--- src/sv/gafa_pkg.sv ---
// gafa_pkg: types and constants of the glyph atlas frontier allocator
// used by gafa_fit and glyph_atlas_frontier_allocator; depends on nothing

package gafa_pkg;

   localparam int ATLAS_WIDTH  = 512;
   localparam int ATLAS_HEIGHT = 512;
   localparam int ATLAS_COUNT  = 2;

   // field widths of the request and response transactions
   localparam int GLYPH_W = 9;
   localparam int POS_W   = 9;
   localparam int PAD_W   = GLYPH_W + 1;

   // stored coordinates and free room never exceed the atlas size
   localparam int MAX_DIM = (ATLAS_WIDTH > ATLAS_HEIGHT) ? ATLAS_WIDTH : ATLAS_HEIGHT;
   localparam int STORE_W = $clog2(MAX_DIM + 1);
   // compare width covers a stored value plus a padded size
   localparam int CMP_W   = ((STORE_W > PAD_W) ? STORE_W : PAD_W) + 1;
   localparam int INDEX_W = (ATLAS_COUNT > 1) ? $clog2(ATLAS_COUNT) : 1;

   localparam logic [CMP_W-1:0] ATLAS_W_CMP = CMP_W'(ATLAS_WIDTH);
   localparam logic [CMP_W-1:0] ATLAS_H_CMP = CMP_W'(ATLAS_HEIGHT);

   typedef enum logic {
      ACTION_ALLOC = 1'b0,
      ACTION_CLEAR = 1'b1
   } action_type;

   typedef struct packed {
      action_type         action;
      logic [GLYPH_W-1:0] glyph_width;
      logic [GLYPH_W-1:0] glyph_height;
   } req_type;

   typedef struct packed {
      logic             placed;
      logic             atlas_index;
      logic [POS_W-1:0] pos_x;
      logic [POS_W-1:0] pos_y;
   } rsp_type;

   typedef struct packed {
      logic               used;
      logic [STORE_W-1:0] row_x;
      logic [STORE_W-1:0] row_y;
      logic [STORE_W-1:0] row_room_w;
      logic [STORE_W-1:0] row_room_h;
      logic [STORE_W-1:0] below_y;
      logic [STORE_W-1:0] below_room_h;
   } atlas_state_type;

   typedef struct packed {
      logic             fit;
      logic [CMP_W-1:0] pos_x;
      logic [CMP_W-1:0] pos_y;
   } fit_type;

endpackage

--- src/sv/gafa_fit.sv ---
// gafa_fit: fit test and frontier update for one atlas
// depends on gafa_pkg

module gafa_fit (
   input  gafa_pkg::atlas_state_type  state,
   input  logic [gafa_pkg::PAD_W-1:0] pw,
   input  logic [gafa_pkg::PAD_W-1:0] ph,
   output gafa_pkg::fit_type          fit,
   output gafa_pkg::atlas_state_type  state_next
);
   import gafa_pkg::*;

   logic [CMP_W-1:0] pw_c;
   logic [CMP_W-1:0] ph_c;
   logic [CMP_W-1:0] row_x_c;
   logic [CMP_W-1:0] row_y_c;
   logic [CMP_W-1:0] room_w_c;
   logic [CMP_W-1:0] room_h_c;
   logic [CMP_W-1:0] below_y_c;
   logic [CMP_W-1:0] below_h_c;
   logic [CMP_W-1:0] row_bottom;
   logic [CMP_W-1:0] below_bottom;
   logic             empty_fit;
   logic             row_fit;
   logic             below_fit;

   assign pw_c      = CMP_W'(pw);
   assign ph_c      = CMP_W'(ph);
   assign row_x_c   = CMP_W'(state.row_x);
   assign row_y_c   = CMP_W'(state.row_y);
   assign room_w_c  = CMP_W'(state.row_room_w);
   assign room_h_c  = CMP_W'(state.row_room_h);
   assign below_y_c = CMP_W'(state.below_y);
   assign below_h_c = CMP_W'(state.below_room_h);

   assign row_bottom   = row_y_c + ph_c;
   assign below_bottom = below_y_c + ph_c;

   assign empty_fit = (pw_c <= ATLAS_W_CMP) && (ph_c <= ATLAS_H_CMP);
   assign row_fit   = (room_w_c >= pw_c) && (room_h_c >= ph_c) && (row_bottom <= ATLAS_H_CMP);
   assign below_fit = (ATLAS_W_CMP >= pw_c) && (below_h_c >= ph_c)
                      && (below_bottom <= ATLAS_H_CMP);

   always_comb begin
      state_next = state;
      fit.fit    = 1'b0;
      fit.pos_x  = '0;
      fit.pos_y  = '0;
      if (!state.used) begin
         if (empty_fit) begin
            fit.fit                 = 1'b1;
            state_next.used         = 1'b1;
            state_next.row_x        = STORE_W'(pw_c);
            state_next.row_y        = '0;
            state_next.row_room_w   = STORE_W'(ATLAS_W_CMP - pw_c);
            state_next.row_room_h   = STORE_W'(ATLAS_H_CMP);
            state_next.below_y      = STORE_W'(ph_c);
            state_next.below_room_h = STORE_W'(ATLAS_H_CMP - ph_c);
         end
      end else if (row_fit) begin
         fit.fit               = 1'b1;
         fit.pos_x             = row_x_c;
         fit.pos_y             = row_y_c;
         state_next.row_x      = STORE_W'(row_x_c + pw_c);
         state_next.row_room_w = STORE_W'(room_w_c - pw_c);
         if (row_bottom > below_y_c) begin
            state_next.below_y = STORE_W'(row_bottom);
         end
      end else if (below_fit) begin
         fit.fit                 = 1'b1;
         fit.pos_y               = below_y_c;
         state_next.row_x        = STORE_W'(pw_c);
         state_next.row_y        = state.below_y;
         state_next.row_room_w   = STORE_W'(ATLAS_W_CMP - pw_c);
         state_next.row_room_h   = state.below_room_h;
         state_next.below_y      = STORE_W'(below_bottom);
         state_next.below_room_h = STORE_W'(below_h_c - ph_c);
      end
   end

endmodule

--- src/sv/glyph_atlas_frontier_allocator.sv ---
// glyph_atlas_frontier_allocator: top level, atlas state, priority select, output skid
// depends on gafa_pkg and gafa_fit
//
//   channel | direction | ports                          | payload
//   req     | in        | req_valid, req_stall, req_data | req_type
//   rsp     | out       | rsp_valid, rsp_stall, rsp_data | rsp_type
//
// one transaction per cycle unless req_stall is high; the response is registered
// the fit test and frontier update of all atlases form one combinational pass
// reset (synchronous) empties every atlas and drops both output entries
// a stalled response moves new work into a one-entry skid; req_stall rises while it is full

module glyph_atlas_frontier_allocator (
   input  logic              clock,
   input  logic              reset,
   input  logic              req_valid,
   output logic              req_stall,
   input  gafa_pkg::req_type req_data,
   output logic              rsp_valid,
   input  logic              rsp_stall,
   output gafa_pkg::rsp_type rsp_data
);
   import gafa_pkg::*;

   atlas_state_type atlas_ff [ATLAS_COUNT];
   atlas_state_type atlas_in [ATLAS_COUNT];
   atlas_state_type atlas_next [ATLAS_COUNT];
   fit_type         fit [ATLAS_COUNT];

   logic             rsp_valid_ff;
   rsp_type          rsp_data_ff;
   logic             skid_valid_ff;
   rsp_type          skid_data_ff;
   rsp_type          result_in;
   logic [PAD_W-1:0] pw;
   logic [PAD_W-1:0] ph;
   logic             accept;
   logic             take;

   assign pw        = PAD_W'(req_data.glyph_width) + PAD_W'(1);
   assign ph        = PAD_W'(req_data.glyph_height) + PAD_W'(1);
   assign req_stall = skid_valid_ff;
   assign accept    = req_valid && !skid_valid_ff;
   assign take      = rsp_valid_ff && !rsp_stall;
   assign rsp_valid = rsp_valid_ff;
   assign rsp_data  = rsp_data_ff;

   for (genvar a = 0; a < ATLAS_COUNT; a++) begin : g_atlas
      gafa_fit u_fit (
         .state      (atlas_ff[a]),
         .pw         (pw),
         .ph         (ph),
         .fit        (fit[a]),
         .state_next (atlas_next[a])
      );
   end

   // first atlas that fits takes the glyph; a clear request empties every atlas
   always_comb begin
      logic found;
      found     = 1'b0;
      result_in = '0;
      for (int a = 0; a < ATLAS_COUNT; a++) begin
         atlas_in[a] = atlas_ff[a];
         if (req_data.action == ACTION_CLEAR) begin
            atlas_in[a] = '0;
         end else if (!found && fit[a].fit) begin
            found                 = 1'b1;
            atlas_in[a]           = atlas_next[a];
            result_in.placed      = 1'b1;
            result_in.atlas_index = INDEX_W'(a) & INDEX_W'(1);
            result_in.pos_x       = fit[a].pos_x[POS_W-1:0];
            result_in.pos_y       = fit[a].pos_y[POS_W-1:0];
         end
      end
   end

   always_ff @(posedge clock) begin
      if (reset) begin
         rsp_valid_ff  <= 1'b0;
         skid_valid_ff <= 1'b0;
         for (int a = 0; a < ATLAS_COUNT; a++) begin
            atlas_ff[a] <= '0;
         end
      end else begin
         if (accept) begin
            atlas_ff <= atlas_in;
         end
         if (skid_valid_ff) begin
            if (take) begin
               rsp_data_ff   <= skid_data_ff;
               skid_valid_ff <= 1'b0;
            end
         end else if (accept) begin
            if (rsp_valid_ff && rsp_stall) begin
               skid_data_ff  <= result_in;
               skid_valid_ff <= 1'b1;
            end else begin
               rsp_data_ff  <= result_in;
               rsp_valid_ff <= 1'b1;
            end
         end else if (take) begin
            rsp_valid_ff <= 1'b0;
         end
      end
   end

endmodule
--- config.mk ---
export PLATFORM = sky130hd
export DESIGN_NAME = glyph_atlas_frontier_allocator
export DESIGN_NICKNAME = d
export VERILOG_FILES = /design/src/sv/gafa_pkg.sv /design/src/sv/gafa_fit.sv /design/src/sv/glyph_atlas_frontier_allocator.sv
export SDC_FILE = /design/constraint.sdc
export NUM_CORES = 1
export LEC_CHECK = 0
export ABC_AREA = 1
export BUFFER_PORTS_ARGS = -buffer_cell sky130_fd_sc_hd__buf_2
export CORE_MARGIN = 5
export CORE_UTILIZATION = 58
export CTS_CLUSTER_DIAMETER = 30
export CTS_CLUSTER_SIZE = 24
export DETAILED_ROUTE_END_ITERATION = 6
export GPL_TIMING_DRIVEN = 0
export PLACE_DENSITY = 0.8
export SLEW_MARGIN = 15
export SYNTH_ARGS = -nofsm -noshare
export SYNTH_HDL_FRONTEND = slang
export SYNTH_SLANG_ARGS = --single-unit
--- constraint.sdc ---
create_clock -name clock -period 3.9 [get_ports clock]
set_input_delay 0.195 -clock clock [delete_from_list [all_inputs] [get_ports clock]]
set_output_delay 0.195 -clock clock [all_outputs]
set_load 0.05 [all_outputs]
Word-level counts from Yosys, hierarchy flattened
Cells that the tools add are included.
{"block": "totals", "input_bits": 23, "output_inout_bits": 22, "word_cells": 156, "ff_bits": 164}
{"block": "classes", "add_sub_neg": 14, "reduce_logical": 33, "eq_ne": 11, "bitwise": 2, "muxes": 57, "order_cmp": 15}
{"operator": "61-bit 2-to-1 mux", "count": 5}
{"operator": "60-bit 2-to-1 mux", "count": 4}
{"operator": "20-bit 2-to-1 mux", "count": 10}
{"operator": "10-bit 2-to-1 mux", "count": 16}
{"operator": "10-bit >= comparator", "count": 6}
{"operator": "10-bit by 10-bit adder with 11-bit output", "count": 4}
{"operator": "11-bit by 10-bit <= comparator with 1-bit output (second input constant)", "count": 4}
{"operator": "10-bit subtractor", "count": 4}
{"operator": "11-bit by 10-bit > comparator with 1-bit output", "count": 2}
{"operator": "11-bit 2-to-1 mux", "count": 2}
{"operator": "10-bit adder", "count": 2}
{"operator": "9-bit by 1-bit adder with 10-bit output (second input constant)", "count": 2}
{"operator": "10-bit <= comparator (second input constant)", "count": 2}
{"operator": "5-bit AND reduction", "count": 4}
{"operator": "10-bit subtractor (first input constant)", "count": 2}
{"operator": "1-bit 2-to-1 mux", "count": 18}
{"operator": "9-bit 2-to-1 mux", "count": 2}
{"operator": "4-bit AND reduction", "count": 4}
{"operator": "1-bit logical AND", "count": 13}
{"operator": "10-bit >= comparator (first input constant)", "count": 1}
{"operator": "4-bit by 2-bit != test with 1-bit output (second input constant)", "count": 2}
{"operator": "4-bit != test (second input constant)", "count": 2}
{"operator": "2-bit nonzero test", "count": 4}
{"operator": "3-bit by 2-bit != test with 1-bit output (second input constant)", "count": 2}
{"operator": "other kinds (8)", "count": 15}

Logic depth before layout (Yosys ltp)
Gate-level depths: netlist (run 1).
{"block": "logic_depth", "word_depth": 16, "ltp_mapped": 28, "ltp_nobuf": 28}

By module
Synthesis (run 1) repeated with hierarchy kept, for this count alone.
{"block": "hier_totals", "cells_unflattened": 2879, "hier_area_um2": 17715.7}
{"module": "glyph_atlas_frontier_allocator", "cells_each": 1027, "area_each_um2": 7343.3, "seq_area_each_um2": 3683.5, "instances": 1}
{"module": "gafa_fit (g_atlas[0].u_fit)", "cells_each": 936, "area_each_um2": 5225.0, "seq_area_each_um2": 0.0, "instances": 1}
{"module": "gafa_fit (g_atlas[1].u_fit)", "cells_each": 916, "area_each_um2": 5147.4, "seq_area_each_um2": 0.0, "instances": 1}

Least setup slack after synthesis (run 1)
Ideal clock, no wire load.
{"block": "synth_timing", "kind": "in2reg", "from": "in req_data[0] (netlist name)", "to": "reg atlas_ff[72] (netlist name)", "setup_ns": 0.115, "path_stages": 25, "arrival_ns": 3.613, "slack_ns": 0.172, "n_path_buf": 1, "required_ns": 3.785, "path_cell_list": "ha_1 nand2_1 inv_1 nand3_1 nor2_1 nand2_1 xor2_1 inv_1 ha_1 inv_1 nor3_1 nand2_1 nand3_1 nand2_1 nand2_1 inv_1 ha_1 nand2_1 or4_1 nand2_1 nand4_1 nand4_1 clkbuf_1 a21oi_1 o21a_1"}
{"block": "synth_between", "elab_chain_cells": 9, "elab_cells_between_ends": 30, "cone_classes": "3 x add/sub; 6 x order compare; 2 x eq/ne; 11 x mux; 8 x reduce/logical"}
{"item": "start: declaration", "line_no": "glyph_atlas_frontier_allocator.sv:18", "rtl": "input gafa_pkg::req_type req_data,"}
{"item": "9-bit by 1-bit adder with 10-bit output (*)", "line_no": "glyph_atlas_frontier_allocator.sv:41", "rtl": "assign ph = PAD_W'(req_data.glyph_height) + PAD_W'(1);"}
{"item": "10-bit by 10-bit adder with 11-bit output / 10-bit >= comparator (equally long branches)", "line_no": "gafa_fit.sv:37, gafa_fit.sv:41"}
{"item": "11-bit by 10-bit <= comparator with 1-bit output / 1-bit logical AND (equally long branches)", "line_no": "gafa_fit.sv:42, gafa_fit.sv:41"}
{"item": "1-bit logical AND", "line_no": "gafa_fit.sv:42", "rtl": "&& (below_bottom <= ATLAS_H_CMP);"}
{"item": "1-bit 2-to-1 mux", "line_no": "gafa_fit.sv:69", "rtl": "end else if (below_fit) begin"}
{"item": "1-bit 2-to-1 mux", "line_no": "gafa_fit.sv:60", "rtl": "end else if (row_fit) begin"}
{"item": "1-bit 2-to-1 mux", "line_no": "gafa_fit.sv:49", "rtl": "if (!state.used) begin"}
{"item": "2-bit nonzero test (no line)"}
{"item": "5-bit AND reduction (no line)"}
{"item": "end signal: assignment", "line_no": "glyph_atlas_frontier_allocator.sv:87", "rtl": "atlas_ff <= atlas_in;"}
{"item": "end: declaration", "line_no": "glyph_atlas_frontier_allocator.sv:25", "rtl": "atlas_state_type atlas_ff [ATLAS_COUNT];"}
Mark *: on every way between the ends. The rest lies on a longest branch, timed or not. The select of a mux whose other input is x is not followed.
A chain may end at the register's enable or synchronous reset.

Worst setup path after layout (run 1)
{"block": "layout_timing", "from": "in req_data[2] (netlist name)", "to": "reg atlas_ff[80] (netlist name)"}
Same word-level chain as after synthesis.

==> metrics.txt, run 1 <==
run status complete, but fails checks; failing checks DRC; CP dominant cell by count nand2_1; DR WL/cell 20.0 um; Final setup viols 0; DRT antenna net count 0; initial antenna violation count 0; Max Slew Vio Count 0; R2R depth 22; Mapped Area about 15000 um^2; router iterations before antenna repair 7; num rows 58; worst-margin pin slew 0.947 ns; Final Total Pwr a little under 6000 uW; most common cell in the netlist nand2_1; CP Data Required Time 4.24 ns; Synth area leaders dfxtp_1 17%, nand2_1 16%, ha_1 12%, edfxtp_1 8.2%, a21oi_1 7.1%; # fillers 2215; Die Height 169 um; slowest stage delay, CP around 0.53 ns; Initial Utilization between 50% and 60%; fin util 67.3%; routability cong. 1.07; asr flop ratio synth 0%; RSZ-0062 raised after global routing true; Critical Path Sink Type register; number of flops mapped to enable cells by yosys 40; CTS Hold Bufs 0; Hold WC Path Type in -> reg; relative slew slack approximately 37%; global-route wire length before repair 82100 um; Via density 6.16; I/O Buffers 43; share of the synthesized area in the top cell type around 17%; # DRC 17; gr ovfl total 0; final hold violation count 0; Area growth syn-to-layout 14.8%; dpl hpwl between 30000 and 40000 um; CTS tree built; Synth top cells by count 619 x nand2_1, 275 x inv_1, 241 x nor2_1, 208 x a21oi_1, 146 x nand3_1; worst vdd ir 0.000243 V; CP max FO 5; Yosys warning count 0; total of max-cap violations 0; Worst Setup Start Kind primary input; Die X around 170 um; Core Footprint 25000 um^2; Tcrit/Tclk final 98.4%; register area share after synthesis 24.8%; Yosys cell types 50; Root Buffer clkbuf_16; Final nets 2579; crit path capture atlas_ff[80]; worst path arrival time 4.18 ns; pwr/cell area 354 nW/um^2; r2r endpoint atlas_ff[41]; H-tree levels 4; number of diodes 0; synthesized flop and latch total 162; Lkg Pwr about 0.0081 uW; layout cells sized above 1 11.3%; Clock Skew 0.0158 ns; clock buffer depth 2; 1st-iter DRT viols 2338; Total Routing Usage GR between 30 and 40%; Worst Setup SP req_data[2]; final WL about 55000 um; Main synth FF type dfxtp_1; fmax 261 MHz; # IOs 45; vias in the first global route 15500; die footprint 28600 um^2; largest net degree at the start of global routing 22; Syn Area/Cell around 6.4 um^2; worst skew pair latency 0.46 ns; Synth area leader dfxtp_1; R2R Path Start atlas_ff[40]; final critical path time including I/O delays and setup 3.84 ns; Post-Syn Nets 2469; via count around 17000; CTS buffer count 17; clock sinks 162; Reg clk slew, reported paths 0.08 ns; critical path class in -> reg; Max stage delay cell, worst path or4_1; Mapped Cells 2298; reg2reg setup slack between 0.2 and 0.3 ns
stage by stage:
stage          hold WS [ns]  TNS (ns)  worst slack [ns]  cell area [um^2]  std cells
2_1_floorplan         0.401         0             0.172             14700       2298
3_3_place_gp          0.452   -168.31             -1.33             15300       2671
3_5_place_dp          0.456   -188.55             -1.43             15300       2672
4_1_cts              0.0900   -0.0106           -0.0106             16200       2719
5_1_grt               0.127     -3.29            -0.139             16800       2751
6_report             0.0866         0            0.0621             16800       2751
state kept, by name (all words and copies together) (netlist names):
signal,flops
atlas_ff,120
rsp_data,20
skid_data_ff,20
req_stall,1
rsp_valid,1
power by group:
part / switching [uW] / internal, uW
combinational: 1430 / 731
sequential: 88.1 / 1820
clock: 991 / 900
total: 2510 / 3450
cell usage in the layout, fill, tap and decap left out, drive strengths merged, types with 4 or more instances in the layout:
| cell | instances |
|---|---|
| a211oi | 6 |
| a21oi | 208 |
| a22oi | 5 |
| buf | 127 |
| clkbuf | 67 |
| clkinv | 9 |
| clkinvlp | 9 |
| dfxtp | 122 |
| edfxtp | 40 |
| fa | 10 |
| ha | 138 |
| inv | 289 |
| nand2 | 630 |
| nand3 | 154 |
| nand3b | 5 |
| nand4 | 69 |
| nor2 | 248 |
| nor3 | 22 |
| o2111ai | 4 |
| o211ai | 19 |
| o21a | 6 |
| o21ai | 147 |
| o21bai | 8 |
| o22ai | 10 |
| or2 | 8 |
| xnor2 | 13 |
| xor2 | 30 |
cell type report:
type	instances	area, um^2	share of cell area [%]
Multi-Input combinational cell	1758	9950	59.0
Sequential cell	162	3640	21.6
Inverter	292	1130	6.71
Timing Repair Buffer	90	602	3.57
Buffer	87	472	2.80
Clock buffer	17	425	2.53
Tap cell	330	413	2.45
Clock inverter	15	214	1.27
layer usage:
metal  GRT usage [%]  vias to the layer above  wire length, um
met4            21.7                        0             4190
met3            7.66                      345             6620
met5               0                        -                0
met1            45.2                     7559            20300
li1                -                     7819                -
met2            58.8                     1225            23900
repair_timing:
action,CTS,global route
pin swaps,4,17
buffers inserted,16,29
setup endpoints to repair,160,148
gates cloned,0,3
resized for setup,37,87
cell families (layout without fill, tap and decap cells):
family | Yosys count | in the layout | share of synthesized area [%]
flip-flops | 162 | 162 | 24.8
AO/OA/AOI/OAI | 427 | 427 | 15.8
adder cells (fa/ha/maj) | 148 | 148 | 13.1
buffers and inverters | 380 | 501 | 10.3
XOR/XNOR | 43 | 43 | 2.80
AND/OR/NAND/NOR | 1138 | 1140 | 33.2
worst max-delay path: cells and delay by family:
family,cells,cell delay (ns)
fa+ha+maj,2,0.56
simple gates,19,2.55
buf+inv,6,0.86
worst min path at each step:
stage                            start            to  cells after the start
final                        rsp_stall     rsp_valid                      5
after global routing         rsp_stall     rsp_valid                      5
after CTS                    rsp_stall     rsp_valid                      5
after detailed placement  atlas_ff[30]  atlas_ff[30]                      2
after global placement    atlas_ff[30]  atlas_ff[30]                      2
after floorplan              rsp_stall     rsp_valid                      4
Note: power is estimated with default switching activity, not from simulation.
==> inputs of run 2 (changes only) <==
==> constraint.sdc (replaced) <==
create_clock -name clock -period 3.5 [get_ports clock]
set_input_delay 0.175 -clock clock [delete_from_list [all_inputs] [get_ports clock]]
set_output_delay 0.175 -clock clock [all_outputs]
set_load 0.05 [all_outputs]
==> run 2 against run 1 <==
The flow finishes with violations (DRC, setup timing). Utilization rose by 4.2 points. Largest cell class unchanged. Global-route usage rose by 0.82 points. Die area did not move. Register-to-register slack got worse by 0.21 ns. Worst setup slack got worse by 0.17 ns. First-iteration DRC count rose by 12%. Clock power rose by 7%. Sequential share of layout area fell by 1.3 points. Critical path depth did not move.
==> metrics.txt, run 2 (same netlist as run 1, synthesis figures left out) <==
total of max-cap violations 0; CP dominant cell by count nand2_1; fmax 278 MHz; WHS 0.0797 ns; largest net degree at the start of global routing 20; Hold WC Path Type in -> reg; R2R Path Start atlas_ff[101]; worst-margin pin slew 0.978 ns; # fillers 2075; Initial Utilization 58.6%; 1st-iter DRT viols about 2600; met3 WL post-DR 6460 um; Top reg by flops atlas_ff; CP Data Required Time 3.85 ns; number of diodes 0; initial antenna violation count 0; Reg clk slew, reported paths 0.08 ns; Area growth syn-to-layout 21.9%; RSZ-0062 raised after global routing true; DRT antenna net count 0; Tcrit/Tclk final 103%; final hold violation count 0; vias in the first global route 15600; worst skew pair latency 0.47 ns; die footprint 28600 um^2; r2r endpoint atlas_ff[80]; # IOs 45; Worst Setup Start Kind primary input; clock sinks 162; layout cells sized above 1 17.7%; worst path arrival time around 4.0 ns; Die X 169 um; CTS buffer count 17; most frequent cells in the layout 552 x nand2_1, 255 x inv_1, 228 x nor2_1, 191 x a21oi_1, 137 x nand3_1; router iterations before antenna repair 7; Core Footprint 25000 um^2; fin util approximately 71%; gr ovfl total 0; Final setup viols 13; Total Routing Usage GR a little under two fifths; Die Height about 170 um; I/O Buffers 43; Max stage delay cell, worst path xor2_4; worst vdd ir roughly 0.00030 V; # DRC 28; CP max FO 6; final critical path time including I/O delays and setup 3.60 ns; DR WL/cell 20.8 um; dpl hpwl 40800 um; Lkg Pwr 0.00837 uW; Final nets 2619; num rows slightly below 60; pwr/cell area 382 nW/um^2; reg2reg setup slack 0.06 ns; global-route wire length before repair roughly 84000 um; H-tree levels 4; Hold Path End rsp_valid; clock buffer depth 2; met1 WL 21100 um; slowest stage delay, CP 0.34 ns; CTS tree built; Via density 6.18; commonest non-fill, non-tap cell in the layout nand2_1; Root Buffer clkbuf_16; failing checks DRC, setup timing; via count 17300; R2R depth 21; hold path depth 5; critical path class in -> reg; WL met2 25800 um; routability cong. 1.03; Clock Skew 0.0168 ns; Critical Path Sink Type register; Final TNS setup -0.695 ns; top layer in use met4; PnR worst setup slack -0.103 ns; pre-CTS setup slack -1.56 ns; Max Slew Vio Count 0; run status complete, but fails checks; HP Start rsp_stall; max reg flops 120; relative slew slack roughly a third; final WL 58000 um
run 2: cell types whose count changed in the layout (fill, tap and decap cells not counted), moves of 11 or more:
cell / change
nand2_1: -51
nand2_2: +43
buf_4: +34
o21ai_0: -13
a21oi_1: -12
a21oi_2: +12
ha_1: -12
o21ai_2: +12
ha_4: +11
inv_1: -11
run 2: cell type report:
type,count,area (um^2),share of cell area (%)
multi-input combinational,1757,10500,58.9
timing repair buffer,130,1010,5.65
tap,330,413,2.31
sequential,162,3640,20.4
clock inverter,15,175,0.979
inverter,292,1140,6.38
clock buffer,17,425,2.38
buffer,88,543,3.03
run 2: worst max path at each step:
stage / from / endpoint / slack (ns)
floorplan: req_data[0] / atlas_ff[15] / 0.008
global placement: req_data[2] / atlas_ff[16] / -1.63
detailed placement: req_data[2] / atlas_ff[17] / -1.56
CTS: req_data[0] / atlas_ff[75] / 0.002
global route: req_data[1] / atlas_ff[10] / -0.20
finish: req_data[1] / atlas_ff[13] / -0.10
run 2: timing repair:
| item | 4_1_cts | 5_1_grt |
|---|---|---|
| pin swaps | 16 | 93 |
| setup buffers | 28 | 52 |
| gates resized for setup | 81 | 246 |
| gates cloned | 1 | 4 |
| endpoints found under the setup margin | 160 | 157 |
| hold buffers | 0 | 0 |
run 2: critical path, delay by kind of cell:
| kind | cells | cell delay, ns |
|---|---|---|
| buffers and inverters | 6 | 0.63 |
| and+or+nand+nor | 12 | 1.13 |
| xor gates and xnor gates | 2 | 0.55 |
| adders and majority gates | 3 | 0.74 |
| AOI/OAI and AO/OA | 4 | 0.71 |
run 2: power breakdown:
group / switching, uW / internal (uW)
clock: 1060 / 976
sequential: 107 / 2030
combinational: 1710 / 951
total: 2870 / 3960
run 2: metrics by stage:
stage / area (um^2) / cells / power, uW
after global placement: 15300 / 2671 / 4260
after detailed placement: 15400 / 2674 / 4300
after global routing: 17900 / 2791 / 7100
after floorplan: 14700 / 2298 / 3700
after CTS: 16600 / 2735 / 6380
final: 17900 / 2791 / 6830
run 2: metal layers:
layer	vias to the layer above	global-route usage [%]
met5	-	0
met4	0	22.1
met3	395	7.61
met2	1184	61.2
met1	7769	45.4
li1	7903	-
